[src/rtl/core/swsl_pkg.sv]
`default_nettype none

package swsl_pkg;

    localparam int CountWidth  = 32;
    localparam int LengthWidth = 16;
    localparam int TolWidth    = 7;

    localparam logic [TolWidth-1:0] TolReset  = 7'd30;
    localparam logic [TolWidth:0]   LossScale = 8'd100;

    typedef enum logic [1:0] {
        REQ_NEW     = 2'd0,
        REQ_ACK     = 2'd1,
        REQ_TIMEOUT = 2'd2
    } t_req;

    typedef enum logic [1:0] {
        ACT_TX        = 2'd0,
        ACT_DELIVERED = 2'd1,
        ACT_ACCEPTED  = 2'd2,
        ACT_IGNORED   = 2'd3
    } t_action;

    typedef struct packed {
        logic [1:0]             req_type;
        logic                   ack_number;
        logic [LengthWidth-1:0] message_length;
    } t_in_word;

    typedef struct packed {
        logic [1:0]             action;
        logic                   sequence_bit;
        logic [LengthWidth-1:0] frame_length;
        logic [CountWidth-1:0]  losses_so_far;
        logic [CountWidth-1:0]  messages_so_far;
    } t_out_word;

endpackage

`default_nettype wire

[src/rtl/core/stop_wait_sender_loss_tolerant.sv]
// Channel   Direction  Signals                              Word
// input     in         i_in_valid, o_in_ready, i_in_word    t_in_word
// output    out        o_out_valid, i_out_ready, o_out_word t_out_word
// config    in         i_cfg_we, i_cfg_data                 loss tolerance percent
//
// A word that needs no loss test passes from acceptance through ST_EMIT to the output register.
// The first loss of a message runs a bit-serial ratio test in swsl_ratio, in state ST_CALC.
// One word is in work at a time; a new word is taken while a result waits in the output.
// Reset is synchronous and active low and sets the tolerance to 30.
`default_nettype none

module stop_wait_sender_loss_tolerant
    import swsl_pkg::*;
(
    input  wire logic                i_clk,
    input  wire logic                i_rst_n,
    input  wire logic                i_in_valid,
    output logic                     o_in_ready,
    input  wire t_in_word            i_in_word,
    output logic                     o_out_valid,
    input  wire logic                i_out_ready,
    output t_out_word                o_out_word,
    input  wire logic                i_cfg_we,
    input  wire logic [TolWidth-1:0] i_cfg_data
);

    typedef enum logic [2:0] {
        ST_IDLE = 3'b001,
        ST_CALC = 3'b010,
        ST_EMIT = 3'b100
    } t_state;

    typedef enum logic [2:0] {
        PH_IDLE = 3'b001,
        PH_WAIT = 3'b010,
        PH_RETX = 3'b100
    } t_phase;

    t_state                 r_state, n_state;
    t_phase                 r_phase, n_phase;
    logic                   r_seq, n_seq;
    logic [CountWidth-1:0]  r_msg, n_msg;
    logic [CountWidth-1:0]  r_loss, n_loss;
    logic [LengthWidth-1:0] r_pend, n_pend;
    logic [TolWidth-1:0]    r_tol;
    logic [1:0]             r_act, n_act;
    logic                   r_rsb, n_rsb;
    logic [LengthWidth-1:0] r_rlen, n_rlen;
    t_out_word              r_out, n_out;
    logic                   r_out_valid, n_out_valid;

    logic                   in_acc;
    logic                   calc_start;
    logic                   calc_done;
    logic                   calc_ok;
    logic [CountWidth-1:0]  loss_inc;
    logic [CountWidth-1:0]  msg_inc;

    swsl_ratio #(
        .CNT_W (CountWidth)
    ) u_ratio (
        .i_clk   (i_clk),
        .i_rst_n (i_rst_n),
        .i_start (calc_start),
        .i_loss  (loss_inc),
        .i_msgs  (r_msg),
        .i_tol   (r_tol),
        .o_done  (calc_done),
        .o_ok    (calc_ok)
    );

    assign o_in_ready = (r_state == ST_IDLE);
    assign in_acc     = i_in_valid & o_in_ready;
    assign loss_inc   = (r_loss == '1) ? r_loss : r_loss + 1'b1;
    assign msg_inc    = (r_msg == '1) ? r_msg : r_msg + 1'b1;

    always_comb begin
        n_state     = r_state;
        n_phase     = r_phase;
        n_seq       = r_seq;
        n_msg       = r_msg;
        n_loss      = r_loss;
        n_pend      = r_pend;
        n_act       = r_act;
        n_rsb       = r_rsb;
        n_rlen      = r_rlen;
        n_out       = r_out;
        n_out_valid = r_out_valid & ~i_out_ready;
        calc_start  = 1'b0;
        case (r_state)
            ST_IDLE: begin
                if (in_acc) begin
                    n_state = ST_EMIT;
                    n_rsb   = r_seq;
                    n_act   = ACT_IGNORED;
                    n_rlen  = '0;
                    if (i_in_word.req_type == REQ_NEW && r_phase == PH_IDLE) begin
                        n_pend  = i_in_word.message_length;
                        n_msg   = msg_inc;
                        n_phase = PH_WAIT;
                        n_act   = ACT_TX;
                        n_rlen  = i_in_word.message_length;
                    end else if ((i_in_word.req_type == REQ_ACK
                                  || i_in_word.req_type == REQ_TIMEOUT)
                                 && r_phase != PH_IDLE) begin
                        if (i_in_word.req_type == REQ_ACK
                            && i_in_word.ack_number == ~r_seq) begin
                            n_seq   = ~r_seq;
                            n_phase = PH_IDLE;
                            n_act   = ACT_DELIVERED;
                        end else if (r_phase == PH_WAIT) begin
                            n_loss     = loss_inc;
                            calc_start = 1'b1;
                            n_state    = ST_CALC;
                        end else begin
                            n_act  = ACT_TX;
                            n_rlen = r_pend;
                        end
                    end
                end
            end
            ST_CALC: begin
                if (calc_done) begin
                    n_state = ST_EMIT;
                    if (calc_ok) begin
                        n_seq   = ~r_seq;
                        n_phase = PH_IDLE;
                        n_act   = ACT_ACCEPTED;
                        n_rlen  = '0;
                    end else begin
                        n_phase = PH_RETX;
                        n_act   = ACT_TX;
                        n_rlen  = r_pend;
                    end
                end
            end
            ST_EMIT: begin
                if (!r_out_valid || i_out_ready) begin
                    n_out.action          = r_act;
                    n_out.sequence_bit    = r_rsb;
                    n_out.frame_length    = r_rlen;
                    n_out.losses_so_far   = r_loss;
                    n_out.messages_so_far = r_msg;
                    n_out_valid           = 1'b1;
                    n_state               = ST_IDLE;
                end
            end
            default: begin
                n_state = ST_IDLE;
            end
        endcase
    end

    always_ff @(posedge i_clk) begin
        if (!i_rst_n) begin
            r_state     <= ST_IDLE;
            r_phase     <= PH_IDLE;
            r_seq       <= 1'b0;
            r_msg       <= '0;
            r_loss      <= '0;
            r_pend      <= '0;
            r_tol       <= TolReset;
            r_out_valid <= 1'b0;
        end else begin
            r_state     <= n_state;
            r_phase     <= n_phase;
            r_seq       <= n_seq;
            r_msg       <= n_msg;
            r_loss      <= n_loss;
            r_pend      <= n_pend;
            r_out_valid <= n_out_valid;
            if (i_cfg_we) begin
                r_tol <= i_cfg_data;
            end
        end
    end

    always_ff @(posedge i_clk) begin
        r_act  <= n_act;
        r_rsb  <= n_rsb;
        r_rlen <= n_rlen;
        r_out  <= n_out;
    end

    assign o_out_valid = r_out_valid;
    assign o_out_word  = r_out;

endmodule

`default_nettype wire

[src/rtl/core/swsl_ratio.sv]
`default_nettype none

module swsl_ratio
    import swsl_pkg::*;
#(
    parameter int CNT_W = 32
) (
    input  wire logic                i_clk,
    input  wire logic                i_rst_n,
    input  wire logic                i_start,
    input  wire logic [CNT_W-1:0]    i_loss,
    input  wire logic [CNT_W-1:0]    i_msgs,
    input  wire logic [TolWidth-1:0] i_tol,
    output logic                     o_done,
    output logic                     o_ok
);

    // Both products are formed one bit a cycle, LSB first, and compared as they appear.
    localparam int NSteps = CNT_W + TolWidth;
    localparam int CntW   = $clog2(NSteps);
    localparam logic [CntW-1:0] LastStep = CntW'(NSteps - 1);

    logic [CNT_W-1:0]    r_l;
    logic [CNT_W-1:0]    r_m;
    logic [TolWidth-1:0] r_ca;
    logic [TolWidth-1:0] r_cb;
    logic                r_lt;
    logic                r_nz;
    logic                r_busy;
    logic                r_done;
    logic [CntW-1:0]     r_cnt;

    logic [TolWidth:0] mult_b;
    logic [TolWidth:0] s_a;
    logic [TolWidth:0] s_b;

    always_comb begin
        mult_b = {1'b0, i_tol} + {{TolWidth{1'b0}}, 1'b1};
        s_a    = {1'b0, r_ca} + (r_l[0] ? LossScale : '0);
        s_b    = {1'b0, r_cb} + (r_m[0] ? mult_b : '0);
    end

    always_ff @(posedge i_clk) begin
        if (!i_rst_n) begin
            r_busy <= 1'b0;
            r_done <= 1'b0;
        end else begin
            r_done <= 1'b0;
            if (i_start) begin
                r_busy <= 1'b1;
            end else if (r_busy && r_cnt == LastStep) begin
                r_busy <= 1'b0;
                r_done <= 1'b1;
            end
        end
    end

    always_ff @(posedge i_clk) begin
        if (i_start) begin
            r_l   <= i_loss;
            r_m   <= i_msgs;
            r_ca  <= '0;
            r_cb  <= '0;
            r_lt  <= 1'b0;
            r_nz  <= 1'b0;
            r_cnt <= '0;
        end else if (r_busy) begin
            r_l   <= {1'b0, r_l[CNT_W-1:1]};
            r_m   <= {1'b0, r_m[CNT_W-1:1]};
            r_ca  <= s_a[TolWidth:1];
            r_cb  <= s_b[TolWidth:1];
            r_lt  <= (s_a[0] != s_b[0]) ? s_b[0] : r_lt;
            r_nz  <= r_nz | r_m[0];
            r_cnt <= r_cnt + 1'b1;
        end
    end

    assign o_done = r_done;
    assign o_ok   = r_lt & r_nz;

endmodule

`default_nettype wire

[config.mk]
export PLATFORM = sky130hd
export DESIGN_NAME = stop_wait_sender_loss_tolerant
export DESIGN_NICKNAME = d
export VERILOG_FILES = /design/src/rtl/core/swsl_pkg.sv /design/src/rtl/core/stop_wait_sender_loss_tolerant.sv /design/src/rtl/core/swsl_ratio.sv
export SDC_FILE = /design/constraint.sdc
export NUM_CORES = 1
export LEC_CHECK = 0
export BUFFER_PORTS_ARGS = -buffer_cell sky130_fd_sc_hd__buf_2
export CAP_MARGIN = 10
export CORE_MARGIN = 1.5
export CORE_UTILIZATION = 59
export DETAILED_ROUTE_END_ITERATION = 12
export MAX_ROUTING_LAYER = met4
export PLACE_DENSITY = 0.82
export SETUP_SLACK_MARGIN = 0.02
export SYNTH_ARGS = -nofsm -noshare
export SYNTH_HDL_FRONTEND = slang
export SYNTH_HIERARCHICAL = 1
export SYNTH_SLANG_ARGS = --single-unit
export TNS_END_PERCENT = 10
[constraint.sdc]
create_clock -name i_clk -period 6.2 [get_ports i_clk]
set_input_delay 1.24 -clock i_clk [delete_from_list [all_inputs] [get_ports i_clk]]
set_output_delay 1.24 -clock i_clk [all_outputs]
set_load 0.005 [all_outputs]
==> metrics.md <==
| Metric | Value |
|---|---|
| Initial drt markers | `between 600 and 700` |
| Clock power frac | `between 40% and 50%` |
| NetSw | `around 0.97 mW` |
| Critical path required time | `roughly 6.6 ns` |
| Synth unique cells | `just under 70` |
| DR pass1 iterations | `5` |
| Static Leak | `5.228 nW` |
| CP endpoint kind | `register` |
| Routed Antenna Nets | `0` |
| Period utilization | `roughly 63%` |
| Hold Fails Final Rpt | `0` |
| Slew headroom | `22.90%` |
| Clk_skew | `around 0.0084 ns` |
| Worst-Margin Slew | `around 1.2 ns` |
| Fillers | `about 1.5k` |
| Initial core utilization | `roughly three fifths` |
| Syn nets | `roughly 1.1k` |
| Design area | `between 0.01 and 0.015 mm^2` |
| Worst Path Arrival | `between 4 and 5 ns` |
| Post-layout power | `between 4 and 5 mW` |
| CP Max Fanout | `93` |
| Deepest clock path buffer count | `3` |
| Cells after DPL | `roughly 1.4k` |
| Layout cell share with drive strength beyond 1 | `between 20% and 30%` |
| Post-Place Cell Area | `0.01335 mm^2` |
| Switching Fraction | `22.85%` |
| Synth top cells by count | `edfxtp_1, dfxtp_1, nand2_1` |
| Post-synthesis xor/xnor area fraction | `3.474%` |
| Tmin final | `between 3 and 4 ns` |
| Grt ovf | `0` |
| Crit Path Class | `in2reg` |
| Final Setup Violations | `0` |
| Worst setup margin | `approximately 2.3 ns` |
| Mean Syn Cell Area | `between 10 and 15 um^2` |
| Gr usage total | `between 20% and 30%` |
| Count leader, synth | `edfxtp_1` |
| Combinational share of power | `7.7%` |
| Port Buffers | `about 120` |
| Area taken by multi-input logic gates | `between 0.004 and 0.005 mm^2` |
| Synthesized area | `around 0.013 mm^2` |
| RSZ-0062 raised after global routing | `no` |
| Worst hold slack | `around 0.42 ns` |
| Routed wire length | `between 20,000 and 30,000 um` |
| Max Fclk | `254.8 MHz` |
| Synth-to-Final Area Change | `13.81%` |
| Vias in the first global route | `about 8.3k` |
| Die area | `around 0.022 mm^2` |
| Synth area leader | `edfxtp_1` |
| Vias | `about 8.9k` |
| Post-CTS setup buffer count | `0` |
| Main combinational cell family by area after synthesis | `simple AND/OR/NAND/NOR gates` |
| Post-Synth Simple-Gate Area | `between 10% and 20%` |
| Clock transition at the registers of the reported paths | `0.06 ns` |
| Initial antenna violation count | `0` |
| Nets | `~1.2k` |
| Layout Cells excl Fill | `1,478` |
| Core footprint | `0.02102 mm^2` |
| Synth Flop Type | `edfxtp_1` |
| Pwr/cell area | `around 300 mW/mm^2` |
| FF+latch area | `between 0.007 and 0.008 mm^2` |
| Sequential cell area fraction in the yosys report | `approximately three fifths` |
| Synth area leaders | `edfxtp_1, dfxtp_1, mux2_2` |
| Mux share of post-synthesis cell area | `just under 8%` |
| Wire per inst | `~18 um` |
| Max-slew violations | `0` |
| Outcome | `complete, no violations` |
| DR vias/cell | `between 6 and 7` |
| Number of max-cap violations | `0` |
| Cell count after synthesis | `about 1.1k` |
| First-pass GRT wire length | `approximately 43,000 um` |
| Pint | `3.282 mW` |
| Root buf cell | `clkbuf_16` |
| Final setup TNS | `0 ns` |
| Remaining routing DRC violations | `0` |
| CTS Buf Count | `28` |
| Hold buffer count at cts | `0` |
| Critical path origin | `i_in_word[17]` |
| Setup slack, reg-to-reg | `around 2.7 ns` |
| Async SR Flop Fraction | `0%` |
| Worst vdd ir | `roughly 210 uV` |
| Die X | `~150 um` |
| Adder-cell share of the synthesized area | `under 10%` |
| # diodes | `0` |
| Number of flops mapped to enable cells by yosys | `between 150 and 200` |
| FF-to-FF Start | `r_loss[0]` |
| Top cell type's share of synthesized area | `between 30% and 40%` |
| Die H | `149.2 um` |
| Htree depth | `1` |
| HP Class | `reg2reg` |
| Compound-Gate Fraction of Synth Area | `9.210%` |
| Final core occ | `between 60 and 70%` |
| Hold path start | `r_rlen[13]` |
| Syn. warnings | `6` |
| Seq pwr share | `approximately half` |
| Post-synthesis register bit count | `285` |
| CTS tree | `done` |
| CTS resizes | `0` |
| Clk sink count | `between 200 and 300` |
| I/O pin count | `between 100 and 150` |
| Clock insertion delay at the later pin of the skew report | `~0.54 ns` |
| Gpl congestion | `between 0.9 and 1` |
| Rows | `between 50 and 60` |
| Placement Setup Slack | `between 1.5 and 2 ns` |
| CP startpoint kind | `input pin` |
| Post-DP HPWL | `roughly 17,000 um` |
| Largest net degree at the start of global routing | `94` |
## kinds of logic after synthesis
family	after synthesis
AO/OA/AOI/OAI	177
adder cells (fa/ha/maj)	19
XOR/XNOR	50
flip-flops	285
buffers and inverters	80
multiplexers	91
AND/OR/NAND/NOR	380
## cell usage in the layout (no fill, tap or decap), types with 19 or more instances in the layout
master	count
nand3_1	45
nand2b_1	19
edfxtp_1	166
or3_1	27
dfxtp_1	119
inv_1	20
mux2i_1	28
xor2_1	21
buf_2	115
nand4_1	29
nor2_1	56
mux2_2	63
nor3_1	22
o21ai_0	32
nand2_1	93
xnor2_1	29
a21oi_1	69
clkbuf_16	30
## path summary, 6_finish.rpt
kind | depth (start not counted) | to
min | 0 | o_out_word[77]
max | 11 | u_ratio/r_cb[6]
max reg2reg | 8 | u_ratio/r_l[6]
min reg2reg | 0 | o_out_word[77]
## worst max-delay path: stages
cell and delay (ns):
buf_2 0.09, inv_1 0.04, ha_1 0.40, nand2b_1 0.13, a2111oi_4 0.70, nand2_1 0.19, inv_2 0.09, buf_4 0.80
nand2b_1 0.34, a2111o_1 0.14, o221ai_1 0.11
## layer usage
metal | up-vias | wire length [um] | track usage (%)
met3 | 68 | 1818 | 3.670
met1 | 4287 | 11660 | 32.58
met2 | 350 | 12970 | 39.70
li1 | 4239 | - | -
met4 | 0 | 729 | 8.366
met5 | - | 0 | -
## final cells by class
type	count	area share [%]
tap	275	2.398
clock inverter	17	1.203
sequential	285	51.35
multi-input combinational	717	34.15
clock buffer	35	5.573
timing repair buffer	126	4.727
inverter	23	0.6017
## power groups by stage
| stage | combinational (mW) | sequential (mW) | clock, mW |
|---|---|---|---|
| 2_1_floorplan | 0.236 | 2.19 | 0 |
| 3_3_place_gp | 0.307 | 2.20 | 0 |
| 3_5_place_dp | 0.321 | 2.20 | 0 |
| 4_1_cts | 0.325 | 2.16 | 1.78 |
| 5_1_grt | 0.361 | 2.17 | 1.86 |
| 6_report | 0.328 | 2.17 | 1.76 |
## flip-flops by register name (all words and copies together), names as in the netlist, 16 cells and up
name,flops
u_ratio/r_l,32
o_out_word,83
r_rlen,16
r_loss,32
u_ratio/r_m,32
r_msg,32
r_pend,16
Power figures use the tool's default switching activity.
